## config.mk

```make
export PLATFORM = sky130hd
export DESIGN_NAME = bma_bank
export DESIGN_NICKNAME = d
export VERILOG_FILES = /design/src/rtl/core/bma_pkg.sv /design/src/rtl/core/bma_bank.sv
export SDC_FILE = /design/constraint.sdc
export NUM_CORES = 2
export LEC_CHECK = 0
export ABC_AREA = 1
export BUFFER_PORTS_ARGS = -buffer_cell sky130_fd_sc_hd__buf_4
export CORE_MARGIN = 4
export CORE_UTILIZATION = 30
export CTS_BUF_LIST = sky130_fd_sc_hd__clkbuf_16
export CTS_CLUSTER_DIAMETER = 80
export CTS_CLUSTER_SIZE = 28
export DETAILED_ROUTE_END_ITERATION = 8
export SLEW_MARGIN = 0
export SYNTH_ARGS = -nofsm -noshare
export SYNTH_HDL_FRONTEND = slang
export SYNTH_SLANG_ARGS = --single-unit
export TNS_END_PERCENT = 100
```

## constraint.sdc

```tcl
create_clock -name clk -period 4.1 [get_ports clk]
set_clock_uncertainty 0.15 [all_clocks]
set_input_delay 0.82 -clock clk [delete_from_list [all_inputs] [get_ports clk]]
set_output_delay 0.82 -clock clk [all_outputs]
set_load 0.01 [all_outputs]
```

## src/rtl/core/bma_pkg.sv

```systemverilog
`timescale 1ns / 1ps
`default_nettype none

package bma_pkg;

  localparam int MEM_BYTES = 1024;
  localparam int LANES     = 4;
  localparam int LANE_W    = 2;
  localparam int ROWS      = MEM_BYTES / LANES;
  localparam int ROW_W     = (ROWS > 1) ? $clog2(ROWS) : 1;
  localparam int ADDR_W    = 16;
  localparam int DATA_W    = 32;
  localparam int CFG_W     = 11;
  localparam int SPAN_W    = ADDR_W + 1;

  localparam logic [CFG_W-1:0]  MEM_SIZE_RESET = 11'd1024;
  localparam logic [ROW_W-1:0]  LAST_ROW       = ROW_W'(ROWS - 1);
  localparam logic [SPAN_W-1:0] STORE_LIMIT    = SPAN_W'(MEM_BYTES);

  typedef enum logic [1:0] {
    SIZE_BYTE = 2'd0,
    SIZE_HALF = 2'd1,
    SIZE_WORD = 2'd2,
    SIZE_RSVD = 2'd3
  } size_code_t;

  typedef enum logic {
    MODE_WRITE = 1'b0,
    MODE_READ  = 1'b1
  } mode_t;

  typedef enum logic {
    ST_CLEAR,
    ST_RUN
  } seq_state_t;

  // one request to one byte bank
  typedef struct packed {
    logic             we;
    logic             re;
    logic [ROW_W-1:0] row;
    logic [7:0]       wdata;
  } bank_req_t;

  // bytes touched, counted from the lowest address
  function automatic logic [LANES-1:0] lane_mask(input logic [1:0] code);
    logic [LANES-1:0] m;
    case (code)
      SIZE_BYTE: m = 4'b0001;
      SIZE_HALF: m = 4'b0011;
      SIZE_WORD: m = 4'b1111;
      default:   m = 4'b0000;
    endcase
    return m;
  endfunction

  function automatic logic [2:0] access_len(input logic [1:0] code);
    logic [2:0] n;
    case (code)
      SIZE_BYTE: n = 3'd1;
      SIZE_HALF: n = 3'd2;
      SIZE_WORD: n = 3'd4;
      default:   n = 3'd0;
    endcase
    return n;
  endfunction

endpackage

`default_nettype wire

```

## src/rtl/core/bma_bank.sv

```systemverilog
`timescale 1ns / 1ps
`default_nettype none

module bma_bank import bma_pkg::*; (
  input  logic       clk,
  input  bank_req_t  req,
  output logic [7:0] rdata
);

  logic [7:0] mem [ROWS];
  logic [7:0] rdata_r;

  always_ff @(posedge clk) begin
    if (req.we) begin
      mem[req.row] <= req.wdata;
    end
    if (req.re) begin
      rdata_r <= mem[req.row];
    end
  end

  assign rdata = rdata_r;

endmodule

`default_nettype wire

```

==> flow_summary.toml <==
[clock_network]
cts_root_buffer = "clkbuf_16"
cts_made_buffers = 90
cts_buffer_depth = 3
path_clk_slew_ps = 110
hold_buffers = 0
cts_tree = "built"
postCtsSetupBuffers = 0
clock_latency_ps = 760
cts_htree_levels = 3
ctsResizeCount = 0
clkSinkCount = 2056

[timing]
setup-tns-final_ps = 0
setup_viol = 0
report.final.slew_viol_count = 0
rsz0062_at_grt = "false"
tightest_slew_ps = 950.5
relSlewSlack_pct = 36.49
fin_hold_ws_ps = 350.6
fin_crit_sh_pct = 80.66
max_freq_ghz = 0.3024
period_needed_ps = 3307
hold_viol_final = 0

[worst_setup_path]
r2r-start = "mem[173][2]"
endpoint_kind = "register"
worstPathMaxFanout = 89
r2r-end = "rdata[2]"
worstPathRequired_ps = 4450
r2r_cells = 12
path_class = "input port to register"
start_kind = "input port"
rrSetupSlack_ps = 1390
worstPathArrival_ps = 3650

[drt]
vias = 55860
drt-initial-drc-count = 6220
drtAntennaViolNets = 0
post_drt_wl_per_cell_um = 19.64
drc = 0
wl_mm = 231.6
first_pass_iters = 5
post_drt_via_cell_ratio = 4.738

[worst_hold_path]
hold_path_startpoint = "req[16]"
hp-class = "input port to register"
hold_end = "rdata[4]"
whs_path_depth = 1

[layout]
seq_area_um2 = 61740
filler_cell_count = 28220
nNetsFinal = 8025
final_cell_mix = "nand2_1 (4770), edfxtp_1 (2056), nor2_1 (356), buf_4 (232), nand3_1 (188)"
drive_above_1_share_pct = 5.531
areaGrowthSynthToFinish_pct = 10.51
final_common_cell = "nand2_1"
multi_input_area_um2 = 21230

[synth]
synth_xor_xnor_area_share_pct = 0
synth_top_family_by_area = "simple AND/OR/NAND/NOR gates"
synth_simple_gate_area_share_pct = 23.82
yosysSeqAreaShare_pct = 72.69
synth-compound-area-share_pct = 1.131
synth_cells = 8021
syn-num-nets = 8040
yosys_warnings = 0
syn_area_um2 = 84940
yosysUniqueCellTypes = 17
avgSynthCellArea_um2 = 10.59
synthMuxAreaShare_pct = 0
ys_ff_latch = 2056
synthAdderAreaFrac_pct = 0

[floorplanning]
core_um2 = 282000
die_w_um = 540.1
io_pins = 27
initial_core_util_pct = 30.11
die_area_um2 = 291700
rows = 195
die_h_um = 540.1

[global_route]
grt-ovfl-total = 0
grt_usage_pct = 15.41
antenna_found_initial = 6
grt_first_pass_wirelength_mm = 345.9
grt_max_degree = 103
grt_pass1_vias = 54350

[pwr]
ir_drop_mv = 0.3519
leakage_nw = 36.27
p_int_mw = 28.37
p_switching_mw = 8.563
sw_frac_of_total_pct = 23.19
power.density_nw_per_um2 = 393.4
clockPowerShare_pct = 30.2
comb_power_share_pct = 7.1
pwr-share-seq_pct = 62.8
total_power_mw = 36.93

[placed_design]
gp_congestion = 0.8490
portBuffers = 26
dp_hpwl_mm = 139.8

[run_status]
status = "finished, final reports clean"

[run]
drv_cap = 0
sequential cells by signal, summed over array words and instances (netlist names):
name and flops:
mem 2048, rdata 8
through the flow:
| stage | utilization [%] | instance area, µm² | cells | setup slack [ps] |
|---|---|---|---|---|
| finish | 33.28 | 93870 | 11790 | 793.0 |
| global route | 33.28 | 93860 | 11790 | 637.9 |
| CTS | 33.28 | 93860 | 11790 | 919.0 |
| detailed placement | 32.29 | 91070 | 11660 | 82.60 |
| global placement | 32.29 | 91070 | 11660 | 109.2 |
| floorplan | - | 84940 | 8021 | 1290 |
cell type report:
| class | instances | share of cell area [%] |
|---|---|---|
| diodes | 2 | 0.005332 |
| clock buffers | 94 | 2.506 |
| clock inverters | 37 | 0.4652 |
| inverters | 35 | 0.1760 |
| multi-input cells | 5513 | 22.62 |
| flip-flops and latches | 2056 | 65.77 |
| well taps | 3743 | 4.989 |
| repair buffers | 310 | 3.466 |
cells in the mapped netlist (all sizes together):
master  count  share of area (%)
buf       247                1.4
nor2      362                1.6
a21oi      32               0.19
edfxtp   2056                 73
o21ai     160               0.94
nand2    4771                 21
nand3     188                1.1
clkbuf    170               0.75
inv        35               0.16
worst max path at each step:
stage	slack, ps	endpoint	startpoint	cells after the start
2_1_floorplan	1290	mem[234][0]	req[9]	10
3_3_place_gp	110	rdata[7]	req[9]	14
3_5_place_dp	80	rdata[7]	req[9]	14
4_1_cts	920	rdata[7]	req[9]	14
5_1_grt	640	rdata[2]	req[9]	14
6_report	790	rdata[7]	req[9]	14
power by group through the flow:
stage / combinational, mW / clock (mW) / sequential, mW
floorplan: 1.32 / 0 / 23.6
global placement: 2.60 / 0 / 23.7
detailed placement: 2.62 / 0 / 23.7
CTS: 2.62 / 11.3 / 23.2
global route: 2.87 / 12.1 / 23.2
finish: 2.62 / 11.1 / 23.2
layer usage:
metal | GRT usage, % | routed length (µm) | up-vias
met3 | 2.270 | 17980 | 288
met1 | 21.61 | 99840 | 27330
li1 | - | - | 26180
met2 | 24.82 | 106400 | 2062
met5 | 0 | 0 | -
met4 | 4.490 | 7363 | 0
critical path: stages:
cell and delay (ps):
buf_8 330, inv_16 210, buf_12 300, buf_4 300, nand2_1 120, nand3_1 70, nand2_1 60, nand2_1 100
o21ai_1 210, nand2_1 200, nor2_1 150, nor2_1 60, nor2_1 450, nand2_1 90
cells by family (layout without fill, tap and decap cells):
kind of cell	Yosys count	in the layout
AO/OA/AOI/OAI	192	192
buffers and inverters	452	476
flip-flops	2056	2056
other	0	2
AND/OR/NAND/NOR	5321	5321
Power figures use the tool's default switching activity.
