===== config.mk =====
export PLATFORM = sky130hd
export DESIGN_NAME = bma_ctrl_flat
export DESIGN_NICKNAME = d
export VERILOG_FILES = /design/src/rtl/core/bma_pkg.sv /design/src/rtl/core/bma_ifs.sv /design/src/rtl/core/bma_ctrl.sv /design/src/flat_wrapper.sv
export SDC_FILE = /design/constraint.sdc
export NUM_CORES = 1
export LEC_CHECK = 0
export ABC_AREA = 1
export BUFFER_PORTS_ARGS = -buffer_cell sky130_fd_sc_hd__clkbuf_2
export CAP_MARGIN = 0
export CORE_ASPECT_RATIO = 1.75
export CORE_MARGIN = 5
export CORE_UTILIZATION = 50
export DETAILED_ROUTE_END_ITERATION = 8
export PLACE_DENSITY = 0.94
export REMOVE_ABC_BUFFERS = 1
export SLEW_MARGIN = 20
export SYNTH_ARGS = -nofsm -noshare
export SYNTH_HDL_FRONTEND = slang
export SYNTH_SLANG_ARGS = --single-unit

===== constraint.sdc =====
create_clock -name clk -period 19.86 [get_ports clk]
set_clock_uncertainty 0.1 [all_clocks]
set_input_delay 5.958 -clock clk [delete_from_list [all_inputs] [get_ports clk]]
set_output_delay 5.958 -clock clk [all_outputs]
set_load 0.01 [all_outputs]

===== src/rtl/core/bma_pkg.sv =====
`timescale 1ns / 1ps
`default_nettype none

package bma_pkg;

  localparam int MEM_BYTES = 1024;
  localparam int LANES     = 4;
  localparam int LANE_W    = 2;
  localparam int ROWS      = MEM_BYTES / LANES;
  localparam int ROW_W     = (ROWS > 1) ? $clog2(ROWS) : 1;
  localparam int ADDR_W    = 16;
  localparam int DATA_W    = 32;
  localparam int CFG_W     = 11;
  localparam int SPAN_W    = ADDR_W + 1;

  localparam logic [CFG_W-1:0]  MEM_SIZE_RESET = 11'd1024;
  localparam logic [ROW_W-1:0]  LAST_ROW       = ROW_W'(ROWS - 1);
  localparam logic [SPAN_W-1:0] STORE_LIMIT    = SPAN_W'(MEM_BYTES);

  typedef enum logic [1:0] {
    SIZE_BYTE = 2'd0,
    SIZE_HALF = 2'd1,
    SIZE_WORD = 2'd2,
    SIZE_RSVD = 2'd3
  } size_code_t;

  typedef enum logic {
    MODE_WRITE = 1'b0,
    MODE_READ  = 1'b1
  } mode_t;

  typedef enum logic {
    ST_CLEAR,
    ST_RUN
  } seq_state_t;

  // one request to one byte bank
  typedef struct packed {
    logic             we;
    logic             re;
    logic [ROW_W-1:0] row;
    logic [7:0]       wdata;
  } bank_req_t;

  // bytes touched, counted from the lowest address
  function automatic logic [LANES-1:0] lane_mask(input logic [1:0] code);
    logic [LANES-1:0] m;
    case (code)
      SIZE_BYTE: m = 4'b0001;
      SIZE_HALF: m = 4'b0011;
      SIZE_WORD: m = 4'b1111;
      default:   m = 4'b0000;
    endcase
    return m;
  endfunction

  function automatic logic [2:0] access_len(input logic [1:0] code);
    logic [2:0] n;
    case (code)
      SIZE_BYTE: n = 3'd1;
      SIZE_HALF: n = 3'd2;
      SIZE_WORD: n = 3'd4;
      default:   n = 3'd0;
    endcase
    return n;
  endfunction

endpackage

`default_nettype wire


===== src/rtl/core/bma_ifs.sv =====
`timescale 1ns / 1ps
`default_nettype none

interface bma_in_if import bma_pkg::*; ();
  logic              valid;
  logic              ready;
  logic              mode;
  logic [1:0]        size_code;
  logic [ADDR_W-1:0] address;
  logic [DATA_W-1:0] data;

  modport source (output valid, mode, size_code, address, data, input ready);
  modport sink   (input valid, mode, size_code, address, data, output ready);
endinterface

interface bma_out_if import bma_pkg::*; ();
  logic              valid;
  logic              ready;
  logic [DATA_W-1:0] read_data;
  logic              violation;

  modport source (output valid, read_data, violation, input ready);
  modport sink   (input valid, read_data, violation, output ready);
endinterface


`default_nettype wire


===== src/rtl/core/bma_ctrl.sv =====
`timescale 1ns / 1ps
`default_nettype none

module bma_ctrl import bma_pkg::*; (
  input  logic                        clk,
  input  logic                        rst_n,
  bma_in_if.sink                      in_bus,
  bma_out_if.source                   out_bus,
  input  logic [CFG_W-1:0]            mem_size,
  output bank_req_t [LANES-1:0]       bank_req,
  input  logic [LANES-1:0][7:0]       bank_rdata
);

  seq_state_t       state_r, state_nxt;
  logic [ROW_W-1:0] clr_row_r, clr_row_nxt;

  logic             out_valid_r, out_valid_nxt;
  logic             viol_r;
  logic [LANE_W-1:0] off_r;
  logic [LANES-1:0] rd_mask_r;

  logic              accept;
  logic [SPAN_W-1:0] mem_ext, limit, span_end;
  logic [LANES-1:0]  mask;
  logic              viol;
  logic              is_read;
  logic [LANE_W-1:0] off;
  logic [ROW_W-1:0]  row_base, row_next;

  // clearing sweep, then normal service
  always_comb begin
    state_nxt   = state_r;
    clr_row_nxt = clr_row_r;
    case (state_r)
      ST_CLEAR: begin
        clr_row_nxt = clr_row_r + 1'b1;
        if (clr_row_r == LAST_ROW) begin
          state_nxt   = ST_RUN;
          clr_row_nxt = '0;
        end
      end
      ST_RUN: begin
        state_nxt = ST_RUN;
      end
      default: begin
        state_nxt   = ST_CLEAR;
        clr_row_nxt = '0;
      end
    endcase
  end

  always_ff @(posedge clk) begin
    if (!rst_n) begin
      state_r   <= ST_CLEAR;
      clr_row_r <= '0;
    end else begin
      state_r   <= state_nxt;
      clr_row_r <= clr_row_nxt;
    end
  end

  assign in_bus.ready = (state_r == ST_RUN) && (!out_valid_r || out_bus.ready);
  assign accept       = in_bus.valid && in_bus.ready;

  // bounds: limit saturates at the physical store
  assign mem_ext  = SPAN_W'(mem_size);
  assign limit    = (mem_ext > STORE_LIMIT) ? STORE_LIMIT : mem_ext;
  assign span_end = SPAN_W'(in_bus.address) + SPAN_W'(access_len(in_bus.size_code));
  assign mask     = lane_mask(in_bus.size_code);
  assign viol     = (mask == '0) || (span_end > limit);
  assign is_read  = (in_bus.mode == MODE_READ);

  assign off      = in_bus.address[LANE_W-1:0];
  assign row_base = in_bus.address[ROW_W+LANE_W-1:LANE_W];
  assign row_next = row_base + 1'b1;

  // lane b carries byte (b - off); lanes below off wrap into the next row
  always_comb begin
    logic [LANE_W-1:0] k;
    for (int b = 0; b < LANES; b++) begin
      k = LANE_W'(b) - off;
      if (state_r == ST_CLEAR) begin
        bank_req[b].we    = 1'b1;
        bank_req[b].re    = 1'b0;
        bank_req[b].row   = clr_row_r;
        bank_req[b].wdata = '0;
      end else begin
        bank_req[b].we    = accept && !viol && !is_read && mask[k];
        bank_req[b].re    = accept && !viol && is_read && mask[k];
        bank_req[b].row   = (LANE_W'(b) < off) ? row_next : row_base;
        bank_req[b].wdata = in_bus.data[{k, 3'b000} +: 8];
      end
    end
  end

  // result stage
  assign out_valid_nxt = accept ? 1'b1 : (out_bus.ready ? 1'b0 : out_valid_r);

  always_ff @(posedge clk) begin
    if (!rst_n) begin
      out_valid_r <= 1'b0;
    end else begin
      out_valid_r <= out_valid_nxt;
    end
  end

  always_ff @(posedge clk) begin
    if (accept) begin
      viol_r    <= viol;
      off_r     <= off;
      rd_mask_r <= (is_read && !viol) ? mask : '0;
    end
  end

  always_comb begin
    logic [LANE_W-1:0] src;
    for (int k = 0; k < LANES; k++) begin
      src = off_r + LANE_W'(k);
      out_bus.read_data[8*k +: 8] = rd_mask_r[k] ? bank_rdata[src] : 8'h00;
    end
  end

  assign out_bus.valid     = out_valid_r;
  assign out_bus.violation = viol_r;

endmodule

`default_nettype wire


===== src/flat_wrapper.sv =====
// flat-port wrapper written by rule: the top's interface ports become plain ports
module bma_ctrl_flat import bma_pkg::*;
  (clk, rst_n, mem_size, bank_req, bank_rdata, in_bus_valid, in_bus_mode, in_bus_size_code, in_bus_address, in_bus_data, in_bus_ready, out_bus_valid, out_bus_read_data, out_bus_violation, out_bus_ready);
  bma_in_if in_bus_i ();
  bma_out_if out_bus_i ();
  input  logic clk;
  input  logic rst_n;
  input  logic [CFG_W-1:0] mem_size;
  output bank_req_t [LANES-1:0] bank_req;
  input  logic [LANES-1:0][7:0] bank_rdata;
  input wire logic [$bits(in_bus_i.valid)-1:0] in_bus_valid;
  input wire logic [$bits(in_bus_i.mode)-1:0] in_bus_mode;
  input wire logic [$bits(in_bus_i.size_code)-1:0] in_bus_size_code;
  input wire logic [$bits(in_bus_i.address)-1:0] in_bus_address;
  input wire logic [$bits(in_bus_i.data)-1:0] in_bus_data;
  output wire logic [$bits(in_bus_i.ready)-1:0] in_bus_ready;
  output wire logic [$bits(out_bus_i.valid)-1:0] out_bus_valid;
  output wire logic [$bits(out_bus_i.read_data)-1:0] out_bus_read_data;
  output wire logic [$bits(out_bus_i.violation)-1:0] out_bus_violation;
  input wire logic [$bits(out_bus_i.ready)-1:0] out_bus_ready;
  assign in_bus_i.valid = in_bus_valid;
  assign in_bus_i.mode = in_bus_mode;
  assign in_bus_i.size_code = in_bus_size_code;
  assign in_bus_i.address = in_bus_address;
  assign in_bus_i.data = in_bus_data;
  assign in_bus_ready = in_bus_i.ready;
  assign out_bus_valid = out_bus_i.valid;
  assign out_bus_read_data = out_bus_i.read_data;
  assign out_bus_violation = out_bus_i.violation;
  assign out_bus_i.ready = out_bus_ready;
  bma_ctrl u_core (.clk(clk), .rst_n(rst_n), .in_bus(in_bus_i), .out_bus(out_bus_i), .mem_size(mem_size), .bank_req(bank_req), .bank_rdata(bank_rdata));
endmodule

==> results of run 1 <==
-- power breakdown --
group,internal [mW],switching [mW]
logic,0.0232,0.0391
clock network,0.0267,0.0122
registers,0.0345,0.000597
total,0.0843,0.0520
-- sequential cells by signal, summed over array words and instances (netlist names) --
register,cells
u_core.clr_row_r,8
u_core.out_bus.valid,1
u_core.out_bus.violation,1
u_core.state_r,1
u_core.rd_mask_r,3
u_core.off_r,2
-- path summary, 6_finish.rpt --
| check | startpoint | end | slack, ps |
|---|---|---|---|
| setup / recovery | in_bus_size_code[0] | bank_req[52] | 4230 |
| hold / removal | u_core.clr_row_r[5] | u_core.clr_row_r[5] | 380 |
| setup reg to reg | u_core.state_r | u_core.off_r[1] | 17540 |
| hold reg to reg | u_core.clr_row_r[5] | u_core.clr_row_r[5] | 380 |
-- worst max-delay path: stages --
cell and delay [ps]:
clkbuf_2 100, inv_1 110, ha_1 170, ha_1 180
inv_1 60, fa_1 390, inv_1 80, nand3_2 110
a21oi_4 180, inv_1 50, nor3_1 270, nand3_1 140
xor2_1 170, ha_1 310, a21o_1 170, nor2_1 120
nand3_1 90, nand2_1 70, nand2_1 50, nand2_1 60
nand3_1 110, nor2_4 210, nand3_4 130, nor2_2 130
clkbuf_2 140
-- per-layer routing --
metal | part of all wire [%] | vias up
li1 | - | 2703
met1 | 34 | 2437
met2 | 51 | 326
met3 | 11 | 60
met4 | 5.1 | 0
met5 | 0 | -
-- cell families after synthesis --
family          count (synthesis)
simple gates                  336
buf+inv                       134
fa+ha+maj                      23
compound gates                201
xor+xnor                       16
flops                          16
-- cell type report --
type                            count  area [um^2]  area share (%)
Timing Repair Buffer              207         1040            21.4
Tap cell                           88          110            2.26
Clock inverter                      1         3.75          0.0770
Inverter                           96          363            7.44
Multi-Input combinational cell    576         2900            59.5
Clock buffer                        3         75.1            1.54
Sequential cell                    16          380            7.80
-- per-stage QoR --
stage / cells / worst slack, ps / hold WS, ps / cell area, um^2
detailed placement: 983 / 4310 / 368 / 4800
finish: 987 / 4230 / 379 / 4880
global route: 987 / 3960 / 399 / 4880
floorplan: 688 / 4920 / 343 / 3640
global placement: 983 / 4490 / 356 / 4800
CTS: 987 / 4310 / 377 / 4880
-- placed cells by master (no fill, tap or decap), drive strengths merged --
master  Yosys  final
xor2       14     14
a21oi      26     26
and2        1      1
nand3b      1      1
clkinv      4      5
o21a        1      1
a21o        1      1
clkbuf     29    207
nand4       4      4
ha         22     22
o21ai     146    146
o211ai      6      6
o21bai      3      3
xnor2       2      2
inv        92     92
fa          1      1
nor2      165    165
buf         9      3
nor3       11     11
o221ai      1      1
nor4        1      1
dfxtp      10     10
and3        1      1
nand3      24     24
o22ai      16     16
a31oi       1      1
edfxtp      6      6
nand2     128    128
==> impl_results.md, run 1 <==
- Status: complete, no violations
- Worst-margin pin slew: 947 ps
- Hold Path Depth: 1
- RSZ-0062 raised after global routing: false
- Setup-failing EPs final: 0
- Adder-Cell Fraction of Synth Area: 7.78%
- FILL cells: 732
- Post-route DRC: 0
- Met2 Track Usage GR: 50.5%
- Root Driver: clkbuf_16
- Share of cells above drive strength 1: 25.8%
- Slew HR: 36.6%
- Fin crit period: 15,630 ps
- VDD IR max: 0.0314 mV
- Num rows: 42
- Post-synthesis cell area: 3790 um^2
- Starting density of the core: 50.5%
- Initial DRC count: 257
- Vias in the first global route: 5,108
- Simple-Gate Fraction of Synth Area: 36.8%
- CTS resizes: 0
- Vias/cell: 5.60
- Chip Width: 75.8 um
- GR Util met3: 6.18%
- Count of different cell masters after synthesis: 39
- Synth Area in XOR/XNOR: 3.69%
- Top cell type's share of synthesized area: 19.3%
- TritonRoute pass-1 iters: 5
- Initial antenna violation count: 0
- Register area share after synthesis: 10.0%
- GRT overflow: 0
- Max-Cap Viols: 0
- Largest net degree at the start of global routing: 72
- Die Y: 125 um
- Dpl hpwl: 11.6 mm
- Final core utilization: 64.9%
- Final WL: 14.0 mm
- Most common library cells after synthesis: nor2_1, o21ai_0, nand2_1, inv_1, clkbuf_1
- Max Slew Vio Count: 0
- Crit path DAT: 9580 ps
- Synth Flop Type: dfxtp_1
- HP Class: register to register
- Hold Violations, Final: 0
- Most Crowded Layer GR: met2
- # Post-CTS Setup Buffers: 0
- Synthesis-stage register bit count: 16
- Core region area: 7510 um^2
- Crit path launch type: primary input
- IO Pins: 205
- Syn Area/Cell: 5.23 um^2
- Final ANT Viol Nets: 0
- Most frequent cell after synthesis: nor2_1
- Clk pin slew, worst setup/hold paths: 50 ps
- Number of flops mapped to enable cells by yosys: 6
- Reg2reg path depth: 5
- M1 GR Usage: 29.4%
- Vias: 5,526
- Die area: 9500 um^2
- Setup Total Neg Slack: 0 ps
- Synth Area in Compound Gates: 28.2%
- Nets: 1,021
- Synth top area cells: o21ai_0, nor2_1, nand2_1, inv_1, ha_1
- Largest family of logic cells by synthesized area: simple AND/OR/NAND/NOR gates
- Multiplexer area fraction after synthesis: 0%
- Port buffer count: 204
- Crit Path Max Fanout: 7
- Setup CP Type: primary input to output port
- Synth async-reset ratio: 0%
- TritonCTS Buffers: 3
- Leakage: 2.70 nW
- Post-CTS Hold Buffers: 0
- H-tree levels: 1
- Final Cycle Share: 78.7%
- Clock sink total: 16
- Critical Path Sink Type: output port
- Worst endpoint required time: 13,800 ps
- Final Power: 136 uW
- Power density over the cells: 27.9 nW/um^2
- Largest area contributor in the netlist: o21ai_0
- Final GP Congestion: 0.973
- First-pass GRT wire length: 22.0 mm
- Gr usage total: 28.4%
- # diodes: 0
- Cells after synthesis: 726
- CTS tree: yes
- Warnings, synthesis: 0
- F_max: 64.0 MHz
- Clock buffer depth: 2
- Area Overhead vs Synth: 28.6%
- Routed WL per cell: 14.2 um
- Clk_lat worst skew: 240 ps
Note: power is estimated with default switching activity, not from simulation.
==> inputs of run 2 (changes only) <==
- ABC_AREA: 1 -> 0
- CORE_UTILIZATION: 50 -> 48
- PLACE_DENSITY: 0.94 -> 0.89
- clock period: 19.86 -> 15.7 ns (I/O delays scaled with it)
==> impl_results.md, run 2 <==
- Status: complete, no violations
- Gr usage total: 22.9% (-5.4 points)
- Hold Path Origin: u_core.out_bus.valid
- Adder-Cell Fraction of Synth Area: 7.15% (-0.63 points)
- Post-route DRC: 0 (unchanged)
- Final Cell Area: 5240 um^2 (+7.4%)
- Max Slew Vio Count: 0 (unchanged)
- Number of flops mapped to enable cells by yosys: 6 (unchanged)
- Power density over the cells: 36.6 nW/um^2 (+31%)
- Warnings, synthesis: 0 (unchanged)
- Nets: 724 (-29%)
- Top cell type's share of synthesized area: 34.9% (+16 points)
- Simple-Gate Fraction of Synth Area: 22.5% (-14 points)
- Max-Cap Viols: 0 (unchanged)
- Setup Total Neg Slack: 0 ps (unchanged)
- Largest area contributor in the netlist: mux4_2
- Synth Area in XOR/XNOR: 8.51% (+4.8 points)
- Routed WL per cell: 17.3 um (+22%)
- Final Cycle Share: 84.9%
- F_max: 75.0 MHz
- Area Overhead vs Synth: 26.9%
- VDD IR max: 0.0581 mV (+85%)
- Setup-failing EPs final: 0 (unchanged)
- # diodes: 0 (unchanged)
- Clk_lat worst skew: 240 ps (about the same)
- Most common library cells after synthesis: and2_1, mux4_2, nand2_1, a21oi_1, ha_1
- Vias/cell: 5.84 (+4.4%)
- Num rows: 44 (+4.8%)
- Biggest regs: u_core.clr_row_r (8), u_core.rd_mask_r (3), u_core.off_r (2)
- Most frequent cell after synthesis: and2_1
- TritonRoute pass-1 iters: 4 (-1)
- Die area: 10,600 um^2 (+12%)
- Commonest non-fill, non-tap cells in the layout: clkbuf_2, and2_1, mux4_2
- Reg2reg start: u_core.state_r
- # Post-CTS Setup Buffers: 0 (unchanged)
- Synth Flop Type: dfxtp_1
- Worst Hold End: u_core.out_bus.valid
- FILL cells: 704 (-3.8%)
- Share of cells above drive strength 1: 49.2% (+23 points)
- Number of flip-flops under the largest register name: 8 (unchanged)
- IO Pins: 205 (unchanged)
- Worst endpoint required time: 10,890 ps (-2910 ps)
- Starting density of the core: 49.4% (-1.1 points)
- RSZ-0062 raised after global routing: false
- Setup CP Type: primary input to output port
- TritonCTS Buffers: 3 (unchanged)
- Final cell count without fillers: 717 (-27%)
- Reg2reg path depth: 3 (-2)
- Synthesis-stage register bit count: 16 (unchanged)
- Initial antenna violation count: 0 (unchanged)
- Dpl hpwl: 10.5 mm (-9.4%)
- Largest Register: u_core.clr_row_r
- Post-CTS Hold Buffers: 0 (unchanged)
- CTS tree: yes
- Clock sink total: 16 (unchanged)
- Count of different cell masters after synthesis: 48 (+23%)
- Crit path DAT: 8520 ps (-1060 ps)
- R2r setup slk: 13,890 ps (-3650 ps)
- First-pass GRT wire length: 20.0 mm (-9.2%)
- Hold Violations, Final: 0 (unchanged)
- GRT overflow: 0 (unchanged)
- Synth top area cells: mux4_2, and2_1, ha_1, dfxtp_1, edfxtp_1
- Final ANT Viol Nets: 0 (unchanged)
- Commonest non-fill, non-tap cell in the layout: clkbuf_2
- Fin crit period: 13,330 ps
- HP Class: register to register
- Root Driver: clkbuf_16
- Clk pin slew, worst setup/hold paths: 50 ps (about the same)
- Cells after synthesis: 428 (-41%)
- Vias: 4,190 (-24%)
- Dpl cells: 713 (-27%)
- Vias in the first global route: 4,193 (-18%)
- Port buffer count: 204 (unchanged)
- Core region area: 8370 um^2 (+11%)
- Worst-margin pin slew: 915 ps (-32.4 ps)
- DP Area: 5150 um^2 (+7.3%)
- Initial DRC count: 153 (-40%)
- Chip Width: 80.1 um (+5.6%)
- Crit Path Max Fanout: 39 (+32)
- H-tree levels: 1 (unchanged)
- Register area share after synthesis: 9.21% (-0.82 points)
- Reg-to-Reg End: u_core.rd_mask_r[0]
- Die Y: 133 um (+6.0%)
- CTS resizes: 0 (unchanged)
- Synth async-reset ratio: 0% (unchanged)
- Final GP Congestion: 0.847 (-13%)
- Largest net degree at the start of global routing: 83 (+15%)
- Largest family of logic cells by synthesized area: multiplexers
- Multiplexer area fraction after synthesis: 38.3% (+38 points)
- Crit path launch type: primary input
- Critical Path Sink Type: output port
- Slew HR: 39.0% (+2.4 points)
- Leakage: 2.38 nW (-12%)
- Synth Area in Compound Gates: 8.66% (-20 points)
- Clock buffer depth: 2 (unchanged)
- Post-synthesis cell area: 4130 um^2 (+8.9%)
- Syn Area/Cell: 9.65 um^2 (+85%)
- Final WL: 12.4 mm (-11%)
- Hold Path Depth: 2 (+1)
## run 2: cell types whose count changed after synthesis, sizes merged, moves of 7 or more
cell    change
mux2        +7
nand2      -97
clkbuf      -9
inv        -80
nand3      -11
and2       +67
o22ai      -16
nor2      -148
xnor2      +17
nor2b      +10
o21ai     -136
buf        +10
mux4       +64
## run 2: cells by family (layout without fill, tap and decap cells)
group,after synthesis,after routing
xor gates and xnor gates,38,38
buffers and inverters,52,226
DFF,16,16
adders and majority gates,23,23
muxes,77,77
AOI/OAI and AO/OA,54,54
and+or+nand+nor,168,168
## run 2: per-stage QoR
| step | hold slack, ps | util [%] | setup WS [ps] | power [mW] |
|---|---|---|---|---|
| final | 406 | 62.6 | 2370 | 0.192 |
| after global routing | 449 | 62.6 | 2050 | 0.204 |
| after global placement | 382 | 61.5 | 2490 | 0.135 |
| after CTS | 416 | 62.6 | 2360 | 0.193 |
| after detailed placement | 409 | 61.5 | 2360 | 0.138 |
| after floorplan | 377 | - | 3230 | 0.0995 |
## run 2: metal layers
layer / vias up / track usage (%) / wire length (um)
met5: - / 0 / 0
met4: 0 / 6.20 / 376
met3: 28 / 4.01 / 982
met2: 205 / 44.9 / 6890
met1: 2018 / 24.0 / 4170
li1: 1939 / - / -
## run 2: final cells by class
class / count / area, um^2 / share of cell area (%)
sequential: 16 / 384 / 7.33
multi-input combinational: 360 / 3520 / 67.1
clock buffer: 4 / 88.8 / 1.70
tap: 115 / 144 / 2.75
timing repair buffer: 209 / 1060 / 20.2
inverter: 13 / 48.8 / 0.931
## run 2: report_power, final
part / internal [mW] / leakage [nW] / total (mW) / switching, mW
clock network: 0.0387 / 0.0442 / 0.0543 / 0.0157
registers: 0.0434 / 0.139 / 0.0446 / 0.00115
logic: 0.0474 / 2.20 / 0.0928 / 0.0455
## run 2: critical path, cell delays in order
cell and delay [ps]:
clkbuf_2 80, buf_4 480, ha_1 270, inv_1 60
fa_1 410, o21ai_2 310, nand2_1 130, xnor2_1 150
ha_1 320, a211oi_1 250, o21ai_0 110, o21ai_0 220
o211ai_2 340, o41ai_1 440, clkbuf_2 190
## run 2: worst max-delay path by stage
stage                        start      endpoint  slack [ps]  cells after the start
2_1_floorplan  in_bus_size_code[0]  bank_req[17]        3230                     14
3_3_place_gp     in_bus_address[0]  bank_req[35]        2490                     15
3_5_place_dp     in_bus_address[0]  bank_req[17]        2360                     15
4_1_cts          in_bus_address[0]  bank_req[17]        2360                     15
5_1_grt          in_bus_address[0]  bank_req[17]        2050                     15
6_report         in_bus_address[0]  bank_req[35]        2370                     15
